`config.mk`:
```
export PLATFORM = sky130hd
export DESIGN_NAME = date_add_days_unit
export DESIGN_NICKNAME = d
export VERILOG_FILES = /design/src/rtl/core/dau_pkg.sv /design/src/rtl/core/date_add_days_unit.sv
export VERILOG_INCLUDE_DIRS = /design/src /design/src/rtl/core
export SDC_FILE = /design/constraint.sdc
export NUM_CORES = 1
export LEC_CHECK = 0
export ABC_AREA = 1
export BUFFER_PORTS_ARGS = -buffer_cell sky130_fd_sc_hd__buf_2
export CAP_MARGIN = 10
export CORE_MARGIN = 4
export CORE_UTILIZATION = 46
export CTS_CLUSTER_DIAMETER = 40
export DETAILED_ROUTE_END_ITERATION = 8
export MAX_ROUTING_LAYER = met4
export PLACE_DENSITY_LB_ADDON = 0.1
export SETUP_SLACK_MARGIN = 0.05
export SYNTH_ARGS = -nofsm -noshare
export SYNTH_HDL_FRONTEND = slang
export SYNTH_SLANG_ARGS = --single-unit
```
`constraint.sdc`:
```
create_clock -name clk_i -period 5.14 [get_ports clk_i]
set_input_delay 1.028 -clock clk_i [delete_from_list [all_inputs] [get_ports clk_i]]
set_output_delay 1.028 -clock clk_i [all_outputs]
set_load 0.02 [all_outputs]
```
`src/rtl/core/assert_macros.svh`:
```
// assertion macros shared by the rtl in this folder
// no dependencies; compiled out when SYNTHESIS is defined
`ifndef ASSERT_MACROS_SVH
`define ASSERT_MACROS_SVH

`ifndef SYNTHESIS

// checked on every rising edge outside reset
`define DAU_ASSERT(lbl, clk, rst_n, prop, msg) \
  lbl: assert property (@(posedge clk) disable iff (!rst_n) prop) else $error(msg);

// checked on every rising edge, reset included
`define DAU_ASSERT_ALWAYS(lbl, clk, prop, msg) \
  lbl: assert property (@(posedge clk) prop) else $error(msg);

`else

`define DAU_ASSERT(lbl, clk, rst_n, prop, msg)
`define DAU_ASSERT_ALWAYS(lbl, clk, prop, msg)

`endif

`endif

```
`src/rtl/core/dau_pkg.sv`:
```
// types, constants and month-length helper for the date add days unit
// no dependencies
`timescale 1ns / 1ps

package dau_pkg;

  localparam int unsigned YEAR_LIMIT_DEF = 9999;

  localparam int unsigned DAY_W     = 5;
  localparam int unsigned MON_W     = 4;
  localparam int unsigned IN_YEAR_W = 14;
  localparam int unsigned OFF_W     = 16;
  // internal year holds up to the largest limit
  localparam int unsigned YEAR_W    = 16;
  // offset magnitude, up to 32768
  localparam int unsigned LEFT_W    = 16;
  // shared subtractor, one bit above its widest operand for the borrow
  localparam int unsigned UNIT_W    = 17;
  localparam int unsigned CENT_W    = 2;

  localparam int unsigned IN_DATA_W  = 40;
  localparam int unsigned OUT_DATA_W = 24;

  localparam logic [IN_YEAR_W-1:0] CENTURY  = IN_YEAR_W'(100);
  localparam logic [IN_YEAR_W-1:0] REM_LAST = IN_YEAR_W'(99);

  localparam logic [MON_W-1:0] MON_JAN = MON_W'(1);
  localparam logic [MON_W-1:0] MON_FEB = MON_W'(2);
  localparam logic [MON_W-1:0] MON_APR = MON_W'(4);
  localparam logic [MON_W-1:0] MON_JUN = MON_W'(6);
  localparam logic [MON_W-1:0] MON_SEP = MON_W'(9);
  localparam logic [MON_W-1:0] MON_NOV = MON_W'(11);
  localparam logic [MON_W-1:0] MON_DEC = MON_W'(12);

  localparam logic [DAY_W-1:0] LEN_LONG  = DAY_W'(31);
  localparam logic [DAY_W-1:0] LEN_SHORT = DAY_W'(30);
  localparam logic [DAY_W-1:0] LEN_LEAP  = DAY_W'(29);
  localparam logic [DAY_W-1:0] LEN_FEB   = DAY_W'(28);

  typedef enum logic [2:0] {
    ST_IDLE,
    ST_DIV,
    ST_CHECK,
    ST_FWD,
    ST_BWD,
    ST_DONE
  } dau_state_e;

  function automatic logic [DAY_W-1:0] month_len(input logic leap, input logic [MON_W-1:0] mon);
    logic [DAY_W-1:0] len;
    case (mon) inside
      MON_APR, MON_JUN, MON_SEP, MON_NOV: len = LEN_SHORT;
      MON_FEB: len = leap ? LEN_LEAP : LEN_FEB;
      default: len = LEN_LONG;
    endcase
    return len;
  endfunction

endpackage

```
`src/rtl/core/date_add_days_unit.sv`:
```
// date add days unit: gregorian date plus a signed day offset, walked month by month
// the year is first split by 100, then the walk runs for a non-zero offset; a bad year skips both
// throughput: one item at a time; a new item is taken once the previous one has left the sequencer
// reset: rst_ni asynchronous active low, clears sequencer state and the output valid flag
// depends on dau_pkg and assert_macros.svh
`timescale 1ns / 1ps
`include "assert_macros.svh"

module date_add_days_unit #(
  parameter int unsigned YEAR_LIMIT = dau_pkg::YEAR_LIMIT_DEF
) (
  input  logic                              clk_i,
  input  logic                              rst_ni,
  // start_day [4:0], start_month [8:5], start_year [22:9], day_offset [38:23], zero pad
  input  logic [dau_pkg::IN_DATA_W-1:0]     s_axis_tdata,
  input  logic                              s_axis_tvalid,
  output logic                              s_axis_tready,
  // result_day [4:0], result_month [8:5], result_year [22:9], zero pad
  output logic [dau_pkg::OUT_DATA_W-1:0]    m_axis_tdata,
  // range_error [0]
  output logic                              m_axis_tuser,
  output logic                              m_axis_tvalid,
  input  logic                              m_axis_tready
);

  localparam logic [dau_pkg::YEAR_W-1:0] YEAR_MAX = dau_pkg::YEAR_W'(YEAR_LIMIT);
  localparam logic [dau_pkg::YEAR_W-1:0] YEAR_MIN = dau_pkg::YEAR_W'(1);

  // input item fields
  logic [dau_pkg::DAY_W-1:0]     in_day;
  logic [dau_pkg::MON_W-1:0]     in_mon;
  logic [dau_pkg::IN_YEAR_W-1:0] in_year;
  logic [dau_pkg::OFF_W-1:0]     in_off;

  assign in_day  = s_axis_tdata[4:0];
  assign in_mon  = s_axis_tdata[8:5];
  assign in_year = s_axis_tdata[22:9];
  assign in_off  = s_axis_tdata[38:23];

  // sequencer state
  dau_pkg::dau_state_e state_q, state_d;
  logic [dau_pkg::DAY_W-1:0]     day_q, day_d;
  logic [dau_pkg::MON_W-1:0]     mon_q, mon_d;
  logic [dau_pkg::YEAR_W-1:0]    year_q, year_d;
  // year mod 100 and year div 100 mod 4, kept in step with year_q
  logic [dau_pkg::IN_YEAR_W-1:0] rem_q, rem_d;
  logic [dau_pkg::CENT_W-1:0]    cent_q, cent_d;
  // days still to walk, as a magnitude
  logic [dau_pkg::LEFT_W-1:0]    left_q, left_d;
  logic                          fwd_q, fwd_d;
  logic                          err_q, err_d;

  // echo copy of the input date
  logic [dau_pkg::DAY_W-1:0]     echo_day_q;
  logic [dau_pkg::MON_W-1:0]     echo_mon_q;
  logic [dau_pkg::IN_YEAR_W-1:0] echo_year_q;

  // output register
  logic                           out_valid_q, out_valid_d;
  logic [dau_pkg::OUT_DATA_W-1:0] out_data_q;
  logic                           out_err_q;
  logic                           out_load;

  logic in_fire;
  assign s_axis_tready = (state_q == dau_pkg::ST_IDLE);
  assign in_fire       = s_axis_tvalid && s_axis_tready;

  // leap year from the running remainders
  logic                      leap;
  logic [dau_pkg::DAY_W-1:0] cur_len;
  logic [dau_pkg::DAY_W-1:0] prev_len;
  logic [dau_pkg::MON_W-1:0] mon_prev;

  assign leap     = (rem_q[1:0] == 2'd0) &&
                    ((rem_q != '0) || (cent_q == '0));
  assign cur_len  = dau_pkg::month_len(leap, mon_q);
  assign mon_prev = mon_q - dau_pkg::MON_W'(1);
  assign prev_len = dau_pkg::month_len(leap, mon_prev);

  // shared compare and subtract unit: a - b, ge when no borrow
  logic [dau_pkg::UNIT_W-1:0] unit_a, unit_b, unit_diff;
  logic                       unit_ge;

  always_comb begin
    unit_a = '0;
    unit_b = '0;
    case (state_q)
      dau_pkg::ST_DIV: begin
        unit_a = dau_pkg::UNIT_W'(rem_q);
        unit_b = dau_pkg::UNIT_W'(dau_pkg::CENTURY);
      end
      dau_pkg::ST_FWD: begin
        // days to the first of next month
        unit_a = dau_pkg::UNIT_W'(left_q);
        unit_b = dau_pkg::UNIT_W'(cur_len) - dau_pkg::UNIT_W'(day_q) + dau_pkg::UNIT_W'(1);
      end
      dau_pkg::ST_BWD: begin
        // days back to the last of previous month
        unit_a = dau_pkg::UNIT_W'(left_q);
        unit_b = dau_pkg::UNIT_W'(day_q);
      end
      default: begin
        unit_a = '0;
        unit_b = '0;
      end
    endcase
    unit_diff = unit_a - unit_b;
    unit_ge   = !unit_diff[dau_pkg::UNIT_W-1];
  end

  // sequencer
  always_comb begin
    state_d  = state_q;
    day_d    = day_q;
    mon_d    = mon_q;
    year_d   = year_q;
    rem_d    = rem_q;
    cent_d   = cent_q;
    left_d   = left_q;
    fwd_d    = fwd_q;
    err_d    = err_q;
    out_load = 1'b0;

    unique case (state_q)
      dau_pkg::ST_IDLE: begin
        if (in_fire) begin
          day_d  = in_day;
          mon_d  = in_mon;
          year_d = dau_pkg::YEAR_W'(in_year);
          rem_d  = in_year;
          cent_d = '0;
          fwd_d  = !in_off[dau_pkg::OFF_W-1];
          // two's complement magnitude; the most negative offset gives 32768
          left_d = in_off[dau_pkg::OFF_W-1] ? (~in_off + dau_pkg::OFF_W'(1)) : in_off;
          err_d  = 1'b0;
          if ((in_year == '0) || (dau_pkg::YEAR_W'(in_year) > YEAR_MAX)) begin
            err_d   = 1'b1;
            state_d = dau_pkg::ST_DONE;
          end else begin
            state_d = dau_pkg::ST_DIV;
          end
        end
      end

      dau_pkg::ST_DIV: begin
        // split year into year div 100 and year mod 100
        if (unit_ge) begin
          rem_d  = unit_diff[dau_pkg::IN_YEAR_W-1:0];
          cent_d = cent_q + dau_pkg::CENT_W'(1);
        end else begin
          state_d = dau_pkg::ST_CHECK;
        end
      end

      dau_pkg::ST_CHECK: begin
        if ((mon_q == '0) || (mon_q > dau_pkg::MON_DEC) ||
            (day_q == '0) || (day_q > cur_len)) begin
          err_d   = 1'b1;
          state_d = dau_pkg::ST_DONE;
        end else if (left_q == '0) begin
          state_d = dau_pkg::ST_DONE;
        end else if (fwd_q) begin
          state_d = dau_pkg::ST_FWD;
        end else begin
          state_d = dau_pkg::ST_BWD;
        end
      end

      dau_pkg::ST_FWD: begin
        if (unit_ge) begin
          left_d = unit_diff[dau_pkg::LEFT_W-1:0];
          day_d  = dau_pkg::DAY_W'(1);
          if (mon_q == dau_pkg::MON_DEC) begin
            if (year_q == YEAR_MAX) begin
              // walk leaves the year range, nothing further can bring it back
              err_d   = 1'b1;
              state_d = dau_pkg::ST_DONE;
            end else begin
              mon_d  = dau_pkg::MON_JAN;
              year_d = year_q + dau_pkg::YEAR_W'(1);
              if (rem_q == dau_pkg::REM_LAST) begin
                rem_d  = '0;
                cent_d = cent_q + dau_pkg::CENT_W'(1);
              end else begin
                rem_d = rem_q + dau_pkg::IN_YEAR_W'(1);
              end
            end
          end else begin
            mon_d = mon_q + dau_pkg::MON_W'(1);
          end
        end else begin
          // remainder lands inside this month
          day_d   = day_q + left_q[dau_pkg::DAY_W-1:0];
          state_d = dau_pkg::ST_DONE;
        end
      end

      dau_pkg::ST_BWD: begin
        if (unit_ge) begin
          left_d = unit_diff[dau_pkg::LEFT_W-1:0];
          if (mon_q == dau_pkg::MON_JAN) begin
            if (year_q == YEAR_MIN) begin
              err_d   = 1'b1;
              state_d = dau_pkg::ST_DONE;
            end else begin
              mon_d  = dau_pkg::MON_DEC;
              day_d  = dau_pkg::LEN_LONG;
              year_d = year_q - dau_pkg::YEAR_W'(1);
              if (rem_q == '0) begin
                rem_d  = dau_pkg::REM_LAST;
                cent_d = cent_q - dau_pkg::CENT_W'(1);
              end else begin
                rem_d = rem_q - dau_pkg::IN_YEAR_W'(1);
              end
            end
          end else begin
            // same year, so the current leap flag holds for february
            mon_d = mon_prev;
            day_d = prev_len;
          end
        end else begin
          day_d   = day_q - left_q[dau_pkg::DAY_W-1:0];
          state_d = dau_pkg::ST_DONE;
        end
      end

      dau_pkg::ST_DONE: begin
        if (!out_valid_q || m_axis_tready) begin
          out_load = 1'b1;
          state_d  = dau_pkg::ST_IDLE;
        end
      end

      default: begin
        state_d = dau_pkg::ST_IDLE;
      end
    endcase
  end

  always_ff @(posedge clk_i or negedge rst_ni) begin
    if (!rst_ni) begin
      state_q <= dau_pkg::ST_IDLE;
      fwd_q   <= 1'b0;
      err_q   <= 1'b0;
    end else begin
      state_q <= state_d;
      fwd_q   <= fwd_d;
      err_q   <= err_d;
    end
  end

  // working payload
  always_ff @(posedge clk_i) begin
    day_q  <= day_d;
    mon_q  <= mon_d;
    year_q <= year_d;
    rem_q  <= rem_d;
    cent_q <= cent_d;
    left_q <= left_d;
    if (in_fire) begin
      echo_day_q  <= in_day;
      echo_mon_q  <= in_mon;
      echo_year_q <= in_year;
    end
  end

  // output register, so a finished item can wait while the next is taken
  assign out_valid_d = out_load || (out_valid_q && !m_axis_tready);

  always_ff @(posedge clk_i or negedge rst_ni) begin
    if (!rst_ni) begin
      out_valid_q <= 1'b0;
    end else begin
      out_valid_q <= out_valid_d;
    end
  end

  always_ff @(posedge clk_i) begin
    if (out_load) begin
      out_err_q <= err_q;
      if (err_q) begin
        out_data_q <= {1'b0, echo_year_q, echo_mon_q, echo_day_q};
      end else begin
        out_data_q <= {1'b0, year_q[dau_pkg::IN_YEAR_W-1:0], mon_q, day_q};
      end
    end
  end

  assign m_axis_tvalid = out_valid_q;
  assign m_axis_tdata  = out_data_q;
  assign m_axis_tuser  = out_err_q;

  // short names for the checks below
  logic walk_st;
  logic split_done;
  logic done_st;
  logic res_good;
  logic res_date_ok;
  logic walk_day_ok;
  logic rem_ok;

  assign walk_st     = (state_q == dau_pkg::ST_FWD) || (state_q == dau_pkg::ST_BWD);
  assign split_done  = walk_st || (state_q == dau_pkg::ST_CHECK);
  assign done_st     = (state_q == dau_pkg::ST_DONE);
  assign res_good    = m_axis_tvalid && !m_axis_tuser;
  assign res_date_ok = (m_axis_tdata[8:5] != '0) && (m_axis_tdata[8:5] <= dau_pkg::MON_DEC) &&
                       (m_axis_tdata[4:0] != '0);
  assign walk_day_ok = (day_q != '0) && (day_q <= cur_len);
  assign rem_ok      = (rem_q < dau_pkg::CENTURY);

  // a taken item keeps the sequencer busy for at least the next cycle
  `DAU_ASSERT(a_busy_after_take, clk_i, rst_ni, in_fire |=> !s_axis_tready, "ready right after take")

  // a good result always carries a month from 1 to 12 and a non-zero day
  `DAU_ASSERT(a_result_date, clk_i, rst_ni, res_good |-> res_date_ok, "bad result date")

  // the walk only runs from a day inside its month
  `DAU_ASSERT(a_walk_day, clk_i, rst_ni, walk_st |-> walk_day_ok, "walk day outside month")

  // year mod 100 stays reduced once the split is finished
  `DAU_ASSERT(a_rem_reduced, clk_i, rst_ni, split_done |-> rem_ok, "year remainder not reduced")

  // output valid only comes up from a load by the sequencer
  `DAU_ASSERT(a_valid_source, clk_i, rst_ni, $rose(out_valid_q) |-> $past(done_st), "valid without load")

endmodule

```
# Word level (Yosys, flattened, before mapping)
# Cells that the tools add are included.
[word_totals] reg_bits=111 output_inout_bits=27 wordCells=196 in_bits=44
[op_classes] n_reduce_logical=38 eq_ne=43 n_lt_le_gt_ge=3 addsub=14 n_mux=82 bitwise=1
[ops] operator="$mux 16" count=10
[ops] operator="$mux 14" count=10
[ops] operator="$pmux 16 s2" count=2
[ops] operator="$pmux 14 s4" count=1
[ops] operator="$pmux 17 s3" count=1
[ops] operator="$pmux 16 s3" count=1
[ops] operator="$mux 3" count=13
[ops] operator="$add 16x1->16 const B" count=2
[ops] operator="$logic_not 14->1" count=2
[ops] operator="$mux 2" count=14
[ops] operator="$mux 4" count=7
[ops] operator="$ne 2x2->1 const B" count=14
[ops] operator="$mux 5" count=5
[ops] operator="$mux 23" count=1
[ops] operator="$eq 4x4->1 const B" count=5
[ops] operator="$ne 3x3->1 const B" count=6
[ops] operator="$pmux 3 s6" count=1
[ops] operator="$reduce_and 9->1" count=2
[ops] operator="$sub 17x17->17" count=1
[ops] operator="$eq 16x1->1 const B" count=1
[ops] operator="$eq 16x14->1 const B" count=1
[ops] operator="$eq 4x3->1 const B" count=4
[ops] operator="$logic_not 16->1" count=1
[ops] operator="$not 16->16" count=1
[ops] operator="other kinds (46)" count=75

# Logic depth before layout (Yosys ltp)
[logic_depth] word_depth=12 ltp_mapped=33 depth_no_buf=33

# Worst setup path after synthesis
# Ideal clock, no wire load.
[synth_path] path_kind="flip-flop to flip-flop" start="reg mon_q[0] (netlist name)" end="reg year_q[0] (netlist name), enable pin" setup_time_ps=388 arrival_ps=4564 path_buffers=0 path_stages_with_launch=23 required_ps=4752 path_slack_ps=187 synth_period_minus_slack_ps=4953 cell_sequence="edfxtp_1 > ha_1 > o21ai_0 > o21ai_0 > a22o_1 > ha_1 > fa_1 > inv_1 > ha_1 > inv_1 > nor2_1 > nand3_1 > nand3_1 > ha_1 > nand2_1 > inv_1 > a21oi_1 > nand2_1 > a21oi_1 > nand2_2 > nand2_4 > a21oi_2 > nor2_1"
[synth_between] elab_chain_len=9 elab_cells_between_ends=19 classes_between="add/sub (3); eq/ne (11); mux (3); reduce/logical (2)"
[synth_rtl] item="start, declared" line="date_add_days_unit.sv:43" source="logic [dau_pkg::MON_W-1:0] mon_q, mon_d;"
[synth_rtl] item="start signal, assigned" line="date_add_days_unit.sv:255" source="mon_q <= mon_d;"
[synth_rtl] item="$eq 4x3->1, or another cell as far along" line="date_add_days_unit.sv:76" source="assign cur_len = dau_pkg::month_len(leap, mon_q);"
[synth_rtl] item="$reduce_or 4->1 / $mux 2 (equally long branches)" line="dau_pkg.sv:51" source="case (mon) inside"
[synth_rtl] item="$mux 2" line="dau_pkg.sv:51"
[synth_rtl] item="$sub 5x5->6" line="date_add_days_unit.sv:95" source="unit_b = dau_pkg::UNIT_W'(cur_len) - dau_pkg::UNIT_W'(day_q) + dau_pkg::UNIT_W'(1);"
[synth_rtl] item="$add 6x2->7" line="date_add_days_unit.sv:95"
[synth_rtl] item="$pmux 17 s3" line="date_add_days_unit.sv:87" source="case (state_q)"
[synth_rtl] item="$sub 17x17->17" line="date_add_days_unit.sv:107" source="unit_diff = unit_a - unit_b;"
[synth_rtl] item="$ne 2x2->1 (no source line)"
[synth_rtl] item="$reduce_and 8->1 (no source line) *"
[synth_rtl] item="end signal, assigned" line="date_add_days_unit.sv:256" source="year_q <= year_d;"
[synth_rtl] item="end, declared" line="date_add_days_unit.sv:44" source="logic [dau_pkg::YEAR_W-1:0] year_q, year_d;"
# Mark *: on every way between the ends. The rest lies on a longest branch, timed or not.
# A chain may end at the register's enable or synchronous reset.

# Worst setup path in the final report
[layout_path] start="reg mon_q[1] (netlist name)" end="reg rem_q[11] (netlist name), enable pin"
[layout_between] elab_chain_len=9 elab_cells_between_ends=20 classes_between="add/sub (3); eq/ne (12); mux (3); reduce/logical (2)"
[layout_rtl] item="$eq 4x3->1, or another cell as far along" line="date_add_days_unit.sv:76"
[layout_rtl] item="$reduce_or 4->1 / $mux 2 (equally long branches)" line="dau_pkg.sv:51"
[layout_rtl] item="$mux 2" line="dau_pkg.sv:51"
[layout_rtl] item="$sub 5x5->6" line="date_add_days_unit.sv:95"
[layout_rtl] item="$add 6x2->7" line="date_add_days_unit.sv:95"
[layout_rtl] item="$pmux 17 s3" line="date_add_days_unit.sv:87"
[layout_rtl] item="$sub 17x17->17" line="date_add_days_unit.sv:107"
[layout_rtl] item="$ne 2x2->1 (no source line)"
[layout_rtl] item="$reduce_and 9->1 (no source line) *"
[layout_rtl] item="end signal, assigned" line="date_add_days_unit.sv:257" source="rem_q <= rem_d;"
[layout_rtl] item="end, declared" line="date_add_days_unit.sv:46" source="logic [dau_pkg::IN_YEAR_W-1:0] rem_q, rem_d;"
# Marked as above.

==> metrics.md <==
| Metric | Value |
|---|---|
| CP arrival | ~4800 ps |
| # IOs | 71 |
| WL per Instance | 17.05 um |
| Leading cell type in the layout, fill and taps excluded | nand2_1 |
| Core area | around 18000 um2 |
| Endpoints failing setup | 0 |
| Die Area | between 20000 and 25000 um2 |
| DR DRC count | 0 |
| Async SR Flop Fraction | 0.05455 |
| Final worst path period share | 0.9227 |
| Placed Cells incl. Taps | 1452 |
| Worst Slack Setup Final | 397.2 ps |
| DR WL met2 | roughly 11000 um |
| Post-Syn Area per Cell | 7.485 um2 |
| Fmax achieved | 0.2108 GHz |
| Later-pin clock latency in the skew report | between 300 and 400 ps |
| Num CTS Buffers | 9 |
| Worst Max-Slew Pin Slew | between 600 and 700 ps |
| Post-CTS setup buffer count | 0 |
| Buffers added on ports | between 60 and 70 |
| Req. time, crit path | roughly 5200 ps |
| Top routing layer used | met4 |
| Final Hold Vio Count | 0 |
| Number of synthesized flops with an enable pin | ~100 |
| Prevailing post-synth register cell | edfxtp_1 |
| Global placement routability congestion | between 0.9 and 1 |
| Worst setup SP type | flop |
| Tmin final | between 4000 and 5000 ps |
| Worst Skew | just under 8 ps |
| Max-Slew Margin vs Limit | 0.5462 |
| Max Fanout on Critical Path | 9 |
| Layout cells sized above 1 | 0.1493 |
| Post-synthesis compound-gate area fraction | 0.1208 |
| Fin nets | between 1000 and 1500 |
| Setup TNS | 0 ps |
| Placed inst area | between 9000 and 10000 um2 |
| Worst Setup Path Type | flop to flop |
| TritonCTS clock tree | yes |
| Seq/Total Area, Yosys | 0.3799 |
| Reg2Reg Depth | 26 |
| Vias in the first global route | 7449 |
| Post-synthesis adder-cell area fraction | 0.06448 |
| Antenna violations before repair | 0 |
| Synth warnings | 0 |
| Pins Over Slew Limit | 0 |
| Initial Utilization | 0.4732 |
| Vias per cell | about 5.5 |
| Largest net degree at the start of global routing | between 40 and 50 |
| Post-Syn Area | approximately 8600 um2 |
| RSZ-0062 raised after global routing | no |
| Synth unique cells | 53 |
| Global-route usage over all layers | 0.2472 |
| First-pass GRT wire length | a little under 40000 um |
| Antenna viol nets, final | 0 |
| Num Clock Sinks | between 100 and 150 |
| GRT overflow | 0 |
| Fin cells | 1468 |
| Worst-case clock buffer depth | 2 |
| Post-Synth Simple-Gate Area | 0.3195 |
| DR iter-0 viols | approximately 760 |
| Vias after detailed routing | 8060 |
| DRT Pass-1 Iters | 5 |
| Worst slack at placement | approximately 300 ps |
| Ant diodes | 0 |
| Syn_nets | 1237 |
| Synth Register Bits | 110 |
| Syn Inst Count | roughly 1200 |
| Row Count | 49 |
| Clock slew at reported path FFs | 80 ps |
| DIE HEIGHT | 144.9 um |
| Multiplexer area fraction after synthesis | 0 |
| Post-DP HPWL | 19090 um |
| Final instance area | 9707 um2 |
| Outcome | complete, no violations |
| Die Width | 144.9 um |
| Commonest non-fill, non-tap cells in the layout | nand2_1, inv_1, nor2_1 |
| WL met1 | approximately 12000 um |
| Root Driver | clkbuf_16 |
| Total of max-cap violations | 0 |
| Metal3 WL | between 1000 and 1500 um |
| Setup crit end kind | flop |
| Post-cts resize count | 0 |
| Min-Delay Path Class | input pin to asynchronous set/reset pin |
| # hold bufs at CTS | 0 |
| Setup slack, reg-to-reg | slightly below 400 ps |
| Final wirelength | ~25000 um |
| Area Overhead vs Synth | 12.66% |
| Area share of xor/xnor cells in the synthesized design | 0.03253 |
| Main combinational cell family by area after synthesis | simple AND/OR/NAND/NOR gates |
| Htree depth | 3 |
==> per-stage QoR <==
stage / hold slack, ps / utilization
floorplan: 442.9 / -
global placement: 499.7 / 0.5143
detailed placement: 511.3 / 0.5143
CTS: 486.4 / 0.5310
global route: 491.1 / 0.5331
finish: 486.9 / 0.5331
==> worst max-delay path, cell delays in order (launching register included) <==
cell and delay, ps:
edfxtp_1 410, inv_1 120, ha_1 230, o21ai_0 150, o21ai_0 110, a22o_1 250
ha_1 210, fa_2 520, inv_1 60, ha_1 170, inv_1 80, nor2_2 60
nand3_1 80, nand3_1 120, buf_12 180, ha_1 360, nand2_1 70, inv_1 80
nand2_1 80, nor3_2 130, a21oi_1 100, buf_4 160, buf_4 130, nand3_1 60
nand3_1 130, nor2_2 200, buf_4 190
==> final timing paths <==
kind                                           from                         end
max                              mon_q[1]$_DFFE_PP_         rem_q[11]$_DFFE_PP_
min                                          rst_ni      state_q[2]$_DFFE_PN0P_
max reg2reg                      mon_q[1]$_DFFE_PP_         rem_q[11]$_DFFE_PP_
min reg2reg                echo_year_q[5]$_DFFE_PP_  m_axis_tdata[14]$_DFFE_PP_
max in group asynchronous                    rst_ni      state_q[1]$_DFFE_PN0P_
min in group clk_i         echo_year_q[5]$_DFFE_PP_  m_axis_tdata[14]$_DFFE_PP_
==> cell usage after synthesis (7+ instances only) <==
library cell / instances / area (um2)
o211ai_1: 11 / 82.58
inv_1: 132 / 495.5
nor2_4: 7 / 78.83
buf_2: 13 / 65.06
nand3b_1: 7 / 52.55
inv_2: 10 / 37.54
edfxtp_1: 104 / 3123
or2_2: 8 / 50.05
o21ai_1: 7 / 35.03
a21oi_1: 43 / 215.2
o21ai_0: 92 / 460.4
clkbuf_1: 11 / 41.29
nor3_1: 19 / 95.09
nand4_1: 27 / 168.9
nand2_2: 7 / 43.79
nand2_1: 294 / 1104
ha_1: 38 / 475.5
xor2_1: 24 / 210.2
nor2_1: 111 / 416.7
nand3_1: 103 / 515.5
xnor2_1: 8 / 70.07
==> flip-flops by register name (all words and copies together) (netlist names), 2 cells and up <==
name / count
m_axis_tdata: 23
rem_q: 14
echo_day_q: 5
state_q: 3
echo_mon_q: 4
left_q: 16
cent_q: 2
mon_q: 4
echo_year_q: 14
year_q: 16
day_q: 5
==> layout make-up <==
cell class	count	area, um2
sequential	110	3273
fill	1778	8502
multi-input combinational	867	4667
timing repair buffer	103	635.6
clock buffer	9	225.2
clock inverter	7	80.08
tap	229	286.5
inverter	143	539.3
==> layer usage <==
metal / vias to the layer above / track usage
met5: - / -
met4: 0 / 0.09622
met3: 52 / 0.02629
met2: 270 / 0.3828
met1: 3690 / 0.3345
li1: 4048 / -
==> logic make-up (layout without fill, tap and decap cells) <==
logic type	Yosys count	in the layout
compound gates	184	184
xor+xnor	32	32
fa+ha+maj	42	42
buf+inv	174	262
flops	110	110
other cells	1	1
simple gates	608	608
Power is not shown: default switching activity piles up to over one toggle a cycle in this logic, so the estimate is an artifact.
